File: src/sv/sspq_pkg.sv
// ----------------------------------------------------------------------------
// sspq_pkg
// Shared types and codes for the stable sorted priority queue.
// ----------------------------------------------------------------------------
package sspq_pkg;

    // Action codes of an input item
    localparam logic ACT_INSERT = 1'b0;
    localparam logic ACT_REMOVE = 1'b1;

    // Result status codes
    typedef logic [1:0] t_status;
    localparam t_status STATUS_OK    = 2'd0;
    localparam t_status STATUS_EMPTY = 2'd1;
    localparam t_status STATUS_FULL  = 2'd2;

    // Command broadcast to every cell of the chain
    typedef struct packed {
        logic ins;   // insert that will be stored
        logic rem;   // remove that will pop the front
    } t_cell_cmd;

endpackage

File: src/sv/sspq_cell.sv
// ----------------------------------------------------------------------------
// sspq_cell
// One slot of the sorted chain: holds an entry and shifts with its neighbors.
// ----------------------------------------------------------------------------
module sspq_cell import sspq_pkg::*; #(
    parameter int PRIORITY_BITS = 8,
    parameter int HANDLE_BITS   = 16
) (
    input  logic                     i_clk,
    input  logic                     i_rst_n,
    input  t_cell_cmd                i_cmd,
    input  logic [PRIORITY_BITS-1:0] i_new_prio,
    input  logic [HANDLE_BITS-1:0]   i_new_handle,
    // left neighbor (toward the front)
    input  logic                     i_left_stay,
    input  logic                     i_left_valid,
    input  logic [PRIORITY_BITS-1:0] i_left_prio,
    input  logic [HANDLE_BITS-1:0]   i_left_handle,
    // right neighbor (toward the back)
    input  logic                     i_right_valid,
    input  logic [PRIORITY_BITS-1:0] i_right_prio,
    input  logic [HANDLE_BITS-1:0]   i_right_handle,
    output logic                     o_stay,
    output logic                     o_valid,
    output logic [PRIORITY_BITS-1:0] o_prio,
    output logic [HANDLE_BITS-1:0]   o_handle
);

    logic                     r_valid, n_valid;
    logic [PRIORITY_BITS-1:0] r_prio, n_prio;
    logic [HANDLE_BITS-1:0]   r_handle, n_handle;

    // entry stays put on insert when it ranks at or above the new one
    assign o_stay   = r_valid && (r_prio >= i_new_prio);
    assign o_valid  = r_valid;
    assign o_prio   = r_prio;
    assign o_handle = r_handle;

    // next slot contents
    always_comb begin
        n_valid  = r_valid;
        n_prio   = r_prio;
        n_handle = r_handle;
        if (i_cmd.ins) begin
            n_valid = r_valid | i_left_valid;
            if (!o_stay) begin
                if (i_left_stay) begin
                    n_prio   = i_new_prio;
                    n_handle = i_new_handle;
                end else begin
                    n_prio   = i_left_prio;
                    n_handle = i_left_handle;
                end
            end
        end else if (i_cmd.rem) begin
            n_valid  = i_right_valid;
            n_prio   = i_right_prio;
            n_handle = i_right_handle;
        end
    end

    // valid flag is control state
    always_ff @(posedge i_clk) begin
        if (!i_rst_n) begin
            r_valid <= 1'b0;
        end else begin
            r_valid <= n_valid;
        end
    end

    // payload
    always_ff @(posedge i_clk) begin
        r_prio   <= n_prio;
        r_handle <= n_handle;
    end

endmodule

File: src/sv/stable_sorted_priority_queue.sv
// ----------------------------------------------------------------------------
// stable_sorted_priority_queue
// Bounded priority queue kept sorted in a chain of slot cells.
// ----------------------------------------------------------------------------
// Usage:
//   Drive an item on i_action, i_priority_req and i_rider_handle and raise
//   start; the item is taken at a clock edge where start is high and busy is
//   low. An insert (action 0) places the entry behind every stored entry of
//   greater or equal priority; a remove (action 1) pops the front entry.
//   Every item yields one result, shown for one cycle with o_strobe high,
//   in the cycle right after the item was taken.
//   One item per cycle is sustained while busy is low: all cells compare
//   against the new priority in parallel and each shifts one place left
//   or right, so the whole chain is updated together.
//   Results: o_status (ok, remove on empty, insert on full), the removed
//   o_out_priority / o_out_handle (zero otherwise), o_is_empty, o_occupancy.
//   A full insert is dropped; an empty remove leaves the queue unchanged.
//   Reset (synchronous, active low) empties the queue; busy is high for the
//   first cycle after reset and low from then on.
//   The receiver cannot stall: each result must be taken in its cycle.
// ----------------------------------------------------------------------------
module stable_sorted_priority_queue import sspq_pkg::*; #(
    parameter int CAPACITY      = 16,
    parameter int PRIORITY_BITS = 8,
    parameter int HANDLE_BITS   = 16
) (
    input  logic                             i_clk,
    input  logic                             i_rst_n,
    input  logic                             start,
    output logic                             busy,
    input  logic                             i_action,
    input  logic [PRIORITY_BITS-1:0]         i_priority_req,
    input  logic [HANDLE_BITS-1:0]           i_rider_handle,
    output logic                             o_strobe,
    output t_status                          o_status,
    output logic [PRIORITY_BITS-1:0]         o_out_priority,
    output logic [HANDLE_BITS-1:0]           o_out_handle,
    output logic                             o_is_empty,
    output logic [$clog2(CAPACITY+1)-1:0]    o_occupancy
);

    localparam int CNT_W = $clog2(CAPACITY + 1);

    logic                     r_busy;
    logic [CNT_W-1:0]         r_count, n_count;
    logic                     accept;
    logic                     full, empty;
    t_cell_cmd                cmd;
    t_status                  n_status;

    logic                     r_strobe;
    t_status                  r_status;
    logic [PRIORITY_BITS-1:0] r_out_prio;
    logic [HANDLE_BITS-1:0]   r_out_handle;
    logic                     r_empty;
    logic [CNT_W-1:0]         r_occ;

    // neighbor links of the chain
    logic                     c_stay   [CAPACITY];
    logic                     c_valid  [CAPACITY];
    logic [PRIORITY_BITS-1:0] c_prio   [CAPACITY];
    logic [HANDLE_BITS-1:0]   c_handle [CAPACITY];

    assign accept = start && !r_busy;
    assign busy   = r_busy;
    assign full   = (r_count == CNT_W'(CAPACITY));
    assign empty  = (r_count == '0);

    // decode the item into a cell command and status
    always_comb begin
        cmd      = '0;
        n_status = STATUS_OK;
        n_count  = r_count;
        if (accept) begin
            if (i_action == ACT_INSERT) begin
                if (full) begin
                    n_status = STATUS_FULL;
                end else begin
                    cmd.ins = 1'b1;
                    n_count = r_count + 1'b1;
                end
            end else begin
                if (empty) begin
                    n_status = STATUS_EMPTY;
                end else begin
                    cmd.rem = 1'b1;
                    n_count = r_count - 1'b1;
                end
            end
        end
    end

    // slot cells, slot 0 is the front
    for (genvar g = 0; g < CAPACITY; g++) begin : g_cell
        logic                     left_stay, left_valid, right_valid;
        logic [PRIORITY_BITS-1:0] left_prio, right_prio;
        logic [HANDLE_BITS-1:0]   left_handle, right_handle;

        if (g == 0) begin : g_front
            assign left_stay   = 1'b1;
            assign left_valid  = 1'b1;
            assign left_prio   = i_priority_req;
            assign left_handle = i_rider_handle;
        end else begin : g_mid
            assign left_stay   = c_stay[g-1];
            assign left_valid  = c_valid[g-1];
            assign left_prio   = c_prio[g-1];
            assign left_handle = c_handle[g-1];
        end

        if (g == CAPACITY - 1) begin : g_back
            assign right_valid  = 1'b0;
            assign right_prio   = '0;
            assign right_handle = '0;
        end else begin : g_inner
            assign right_valid  = c_valid[g+1];
            assign right_prio   = c_prio[g+1];
            assign right_handle = c_handle[g+1];
        end

        sspq_cell #(
            .PRIORITY_BITS (PRIORITY_BITS),
            .HANDLE_BITS   (HANDLE_BITS)
        ) u_cell (
            .i_clk          (i_clk),
            .i_rst_n        (i_rst_n),
            .i_cmd          (cmd),
            .i_new_prio     (i_priority_req),
            .i_new_handle   (i_rider_handle),
            .i_left_stay    (left_stay),
            .i_left_valid   (left_valid),
            .i_left_prio    (left_prio),
            .i_left_handle  (left_handle),
            .i_right_valid  (right_valid),
            .i_right_prio   (right_prio),
            .i_right_handle (right_handle),
            .o_stay         (c_stay[g]),
            .o_valid        (c_valid[g]),
            .o_prio         (c_prio[g]),
            .o_handle       (c_handle[g])
        );
    end

    // control state
    always_ff @(posedge i_clk) begin
        if (!i_rst_n) begin
            r_busy   <= 1'b1;
            r_count  <= '0;
            r_strobe <= 1'b0;
        end else begin
            r_busy   <= 1'b0;
            r_count  <= n_count;
            r_strobe <= accept;
        end
    end

    // result register
    always_ff @(posedge i_clk) begin
        r_status     <= n_status;
        r_out_prio   <= cmd.rem ? c_prio[0] : '0;
        r_out_handle <= cmd.rem ? c_handle[0] : '0;
        r_empty      <= (n_count == '0);
        r_occ        <= n_count;
    end

    assign o_strobe       = r_strobe;
    assign o_status       = r_status;
    assign o_out_priority = r_out_prio;
    assign o_out_handle   = r_out_handle;
    assign o_is_empty     = r_empty;
    assign o_occupancy    = r_occ;

endmodule

File: config.mk
export PLATFORM = sky130hd
export DESIGN_NAME = stable_sorted_priority_queue
export DESIGN_NICKNAME = d
export VERILOG_FILES = /design/src/sv/sspq_pkg.sv /design/src/sv/sspq_cell.sv /design/src/sv/stable_sorted_priority_queue.sv
export SDC_FILE = /design/constraint.sdc
export NUM_CORES = 1
export LEC_CHECK = 0
export BUFFER_PORTS_ARGS = -buffer_cell sky130_fd_sc_hd__buf_2
export CORE_ASPECT_RATIO = 1.75
export CORE_MARGIN = 2
export CORE_UTILIZATION = 50
export DETAILED_ROUTE_END_ITERATION = 10
export PLACE_DENSITY = 0.66
export RECOVER_POWER = 100
export SLEW_MARGIN = 20
export SYNTH_ARGS = -nofsm -noshare
export SYNTH_HDL_FRONTEND = slang
export SYNTH_SLANG_ARGS = --single-unit
File: constraint.sdc
create_clock -name i_clk -period 8.6 [get_ports i_clk]
set_clock_uncertainty 0.15 [all_clocks]
set_input_delay 1.72 -clock i_clk [delete_from_list [all_inputs] [get_ports i_clk]]
set_output_delay 1.72 -clock i_clk [all_outputs]
set_load 0.05 [all_outputs]
==> flow_summary.toml <==
[clock_tree]
cts_buffer_depth = 3
cts_htree_levels = 2
cts_resized = 0
cts_setup_buffers = 0
cts_hold_buf = 0
clk_pin_slew_ns = 0.06
clk_latency_ns = 0.56
cts_buffers = 41
cts.sinks = 439
cts_tree = "built"
cts_root_buffer = "clkbuf_16"

[critical_path]
path_common_cell = "clkbuf_1"
crit_type = "input pin to flip-flop"
crit_path_top_delay_cell = "and2_0"
crit_arrival_ns = 6.52
crit_buf_inv = 3
crit_family = "simple AND/OR/NAND/NOR gates"
endpoint_kind = "flip-flop"
cpPeakStageDelay_ns = 1.47
cp.required_ns = 8.83
critPathLaunchType = "input pin"
cp_cell_sequence = "clkbuf_1 > nor3b_1 > and2_0 > buf_12 > clkbuf_1 > nand2_1 > o211ai_1"
critPathMaxFanout = 86

[timing]
slew_headroom_pct = -54.7
fmax_mhz = 159
slew_viol_final = 203
rsz0062_at_grt = "false"
tns_ns = 0
hold_viol_final = 0
setup_viol = 0
period_share_pct = 73.1
fin_crit_ns = 6.29
worst_pin_slew_ns = 2.32

[cells_and_area]
drive_gt1_share_pct = 6.00
diodes = 0
nets = 2294
area_growth_pct = 6.65
postLayoutCoreUtil_pct = 54.1
fillerInstances = 4158

[run_status]
violations = "capacitance limit, slew limit"
outcome = "complete, but fails checks"

[pwr]
power_density_nw_per_um2 = 198
p_leak_uw = 0.00914
peakVddDrop_uv = 188

[floorplan]
die-area_sq_um = 48500
die_h_microns = 290
ios = 62
die_x_microns = 167
rows = 104
initial_core_util_pct = 50.7
coreArea_sq_um = 46100

[synthesis]
synth-edff-count = 384
synth_top_cell_by_area = "edfxtp_1"
syn_inst = 2196
yosys.area.top_type_share_pct = 49.4
synth.net_count = 2354
avgSynthCellArea_sq_um = 10.6
postSynth.asyncResetShare_pct = 0
yosysUniqueCellTypes = 43
seq_area_frac_synth_pct = 54.1
synth.area.top_cells = "edfxtp_1, o211ai_1, nand3_1, nand2_1, ha_1"
synth-seq-cells = 439
synth_ff_type = "edfxtp_1"
synth-warning-count = 0
syn_area_sq_um = 23400

[routing]
vias_per_cell = 6.38
drt_wl_total_microns = 59300
drc = 0
first_pass_iters = 5
initialDrtViolationCount = 1563
wire_per_inst_microns = 21.5
num_vias = 17600
ant_nets = 0

[global_routing]
antenna_found_initial = 0
grt_pass1_vias = 17500
grt_pass1_wl_microns = 94900
overflow = 0
grt_max_degree = 238
grt_usage_pct = 24.0

[hold_path]
min_path_type = "flip-flop to flip-flop"

[place]
gp_routability_congestion = 0.842
io_buffers = 61
hpwl_microns = 39600

[flow_run]
timing.max_cap.violations = 7
path summary, 6_finish.rpt:
kind                           startpoint                            end  slack, ns  cells after the start
min          g_cell[0].u_cell.o_handle[0]                o_out_handle[0]       0.34                      1
max reg2reg                    r_count[0]  g_cell[14].u_cell.o_handle[4]       3.32                      9
min reg2reg  g_cell[0].u_cell.o_handle[0]                o_out_handle[0]       0.34                      1
max                              i_action  g_cell[14].u_cell.o_handle[4]       2.31                      7
cells in the mapped netlist, drive strengths merged, types with 28 or more instances:
cell and number:
o21ai 47, buf 108, clkbuf 86, nand2 450
o211ai 324, a21oi 31, ha 130, inv 28
and2 28, dfxtp 55, edfxtp 384, nand3 340
metal layers:
| metal | global-route usage (%) | vias up | share of wire (%) |
|---|---|---|---|
| li1 | - | 8188 | - |
| met3 | 2.56 | 151 | 5.1 |
| met4 | 10.5 | 0 | 4.0 |
| met1 | 30.1 | 8531 | 40 |
| met5 | 0 | - | 0 |
| met2 | 41.9 | 685 | 51 |
metrics by stage:
step / area, sq um / total power [uW] / hold slack [ns] / setup WS [ns] / instances
6_report: 24900 / 4930 / 0.344 / 2.31 / 2751
2_1_floorplan: 23400 / 2940 / 0.298 / 3.97 / 2196
3_5_place_dp: 23700 / 3100 / 0.326 / 3.16 / 2676
5_1_grt: 24900 / 5090 / 0.358 / 2.07 / 2751
3_3_place_gp: 23600 / 3070 / 0.323 / 3.25 / 2676
4_1_cts: 25000 / 4960 / 0.347 / 3.75 / 2751
where the power goes:
group          leakage (uW)  switching (uW)  internal, uW  total, uW
logic               0.00446             344           161        505
registers           0.00401            78.1          2470       2550
clock network      0.000672             825          1050       1870
total               0.00914            1250          3680       4930
cells by family after synthesis:
logic type	synth area share [%]
AO/OA/AOI/OAI	15.5
XOR/XNOR	0.0750
adder cells (fa/ha/maj)	6.97
buffers and inverters	5.12
flip-flops	54.1
multiplexers	1.11
AND/OR/NAND/NOR	17.1
flip-flops by register name, indices dropped and copies added, names as in the netlist:
name                    flops
o_status                    2
g_cell.u_cell.o_valid      16
r_count                     5
busy                        1
o_out_handle               16
g_cell.u_cell.o_handle    256
g_cell.u_cell.o_prio      128
o_is_empty                  1
o_occupancy                 5
o_strobe                    1
o_out_priority              8
final cells by class:
cell class / instances / area (sq um) / share of cell area, %
Sequential cell: 439 / 12600 / 50.7
Multi-Input combinational cell: 1535 / 9580 / 38.5
Clock buffer: 60 / 1210 / 4.87
Tap cell: 583 / 729 / 2.93
Timing Repair Buffer: 91 / 492 / 1.97
Clock inverter: 15 / 154 / 0.618
Inverter: 28 / 105 / 0.422
worst register-to-register path, stage by stage, from the launching register on:
cell and delay, ns:
dfxtp_1 0.41, inv_1 0.06, ha_1 0.24, nor3b_4 0.18
nand2_2 0.14, and2_0 1.40, buf_12 0.44, clkbuf_1 0.99
nand2_1 0.69, o211ai_1 0.40
cells in the final DEF, fill, tap and decap left out, drive strengths merged, types with 2 or more instances in the layout:
cell type | synthesis | final
nand2b | 4 | 4
clkinv | 0 | 10
a21oi | 31 | 31
and2 | 28 | 28
nor2 | 21 | 21
buf | 108 | 46
nor3b | 17 | 17
o2111a | 14 | 14
nor4b | 2 | 2
edfxtp | 384 | 384
o211ai | 324 | 324
bufinv | 0 | 2
a221o | 14 | 14
mux2i | 26 | 26
o21ai | 47 | 47
inv | 28 | 30
nand2 | 450 | 450
and3 | 14 | 14
a21o | 19 | 19
o21a | 2 | 2
dfxtp | 55 | 55
ha | 130 | 130
nand3 | 340 | 340
o221ai | 15 | 15
a22oi | 17 | 17
clkbuf | 86 | 105
nor3 | 7 | 7
o221a | 2 | 2
No activity file was read; power rests on OpenSTA's default activity.
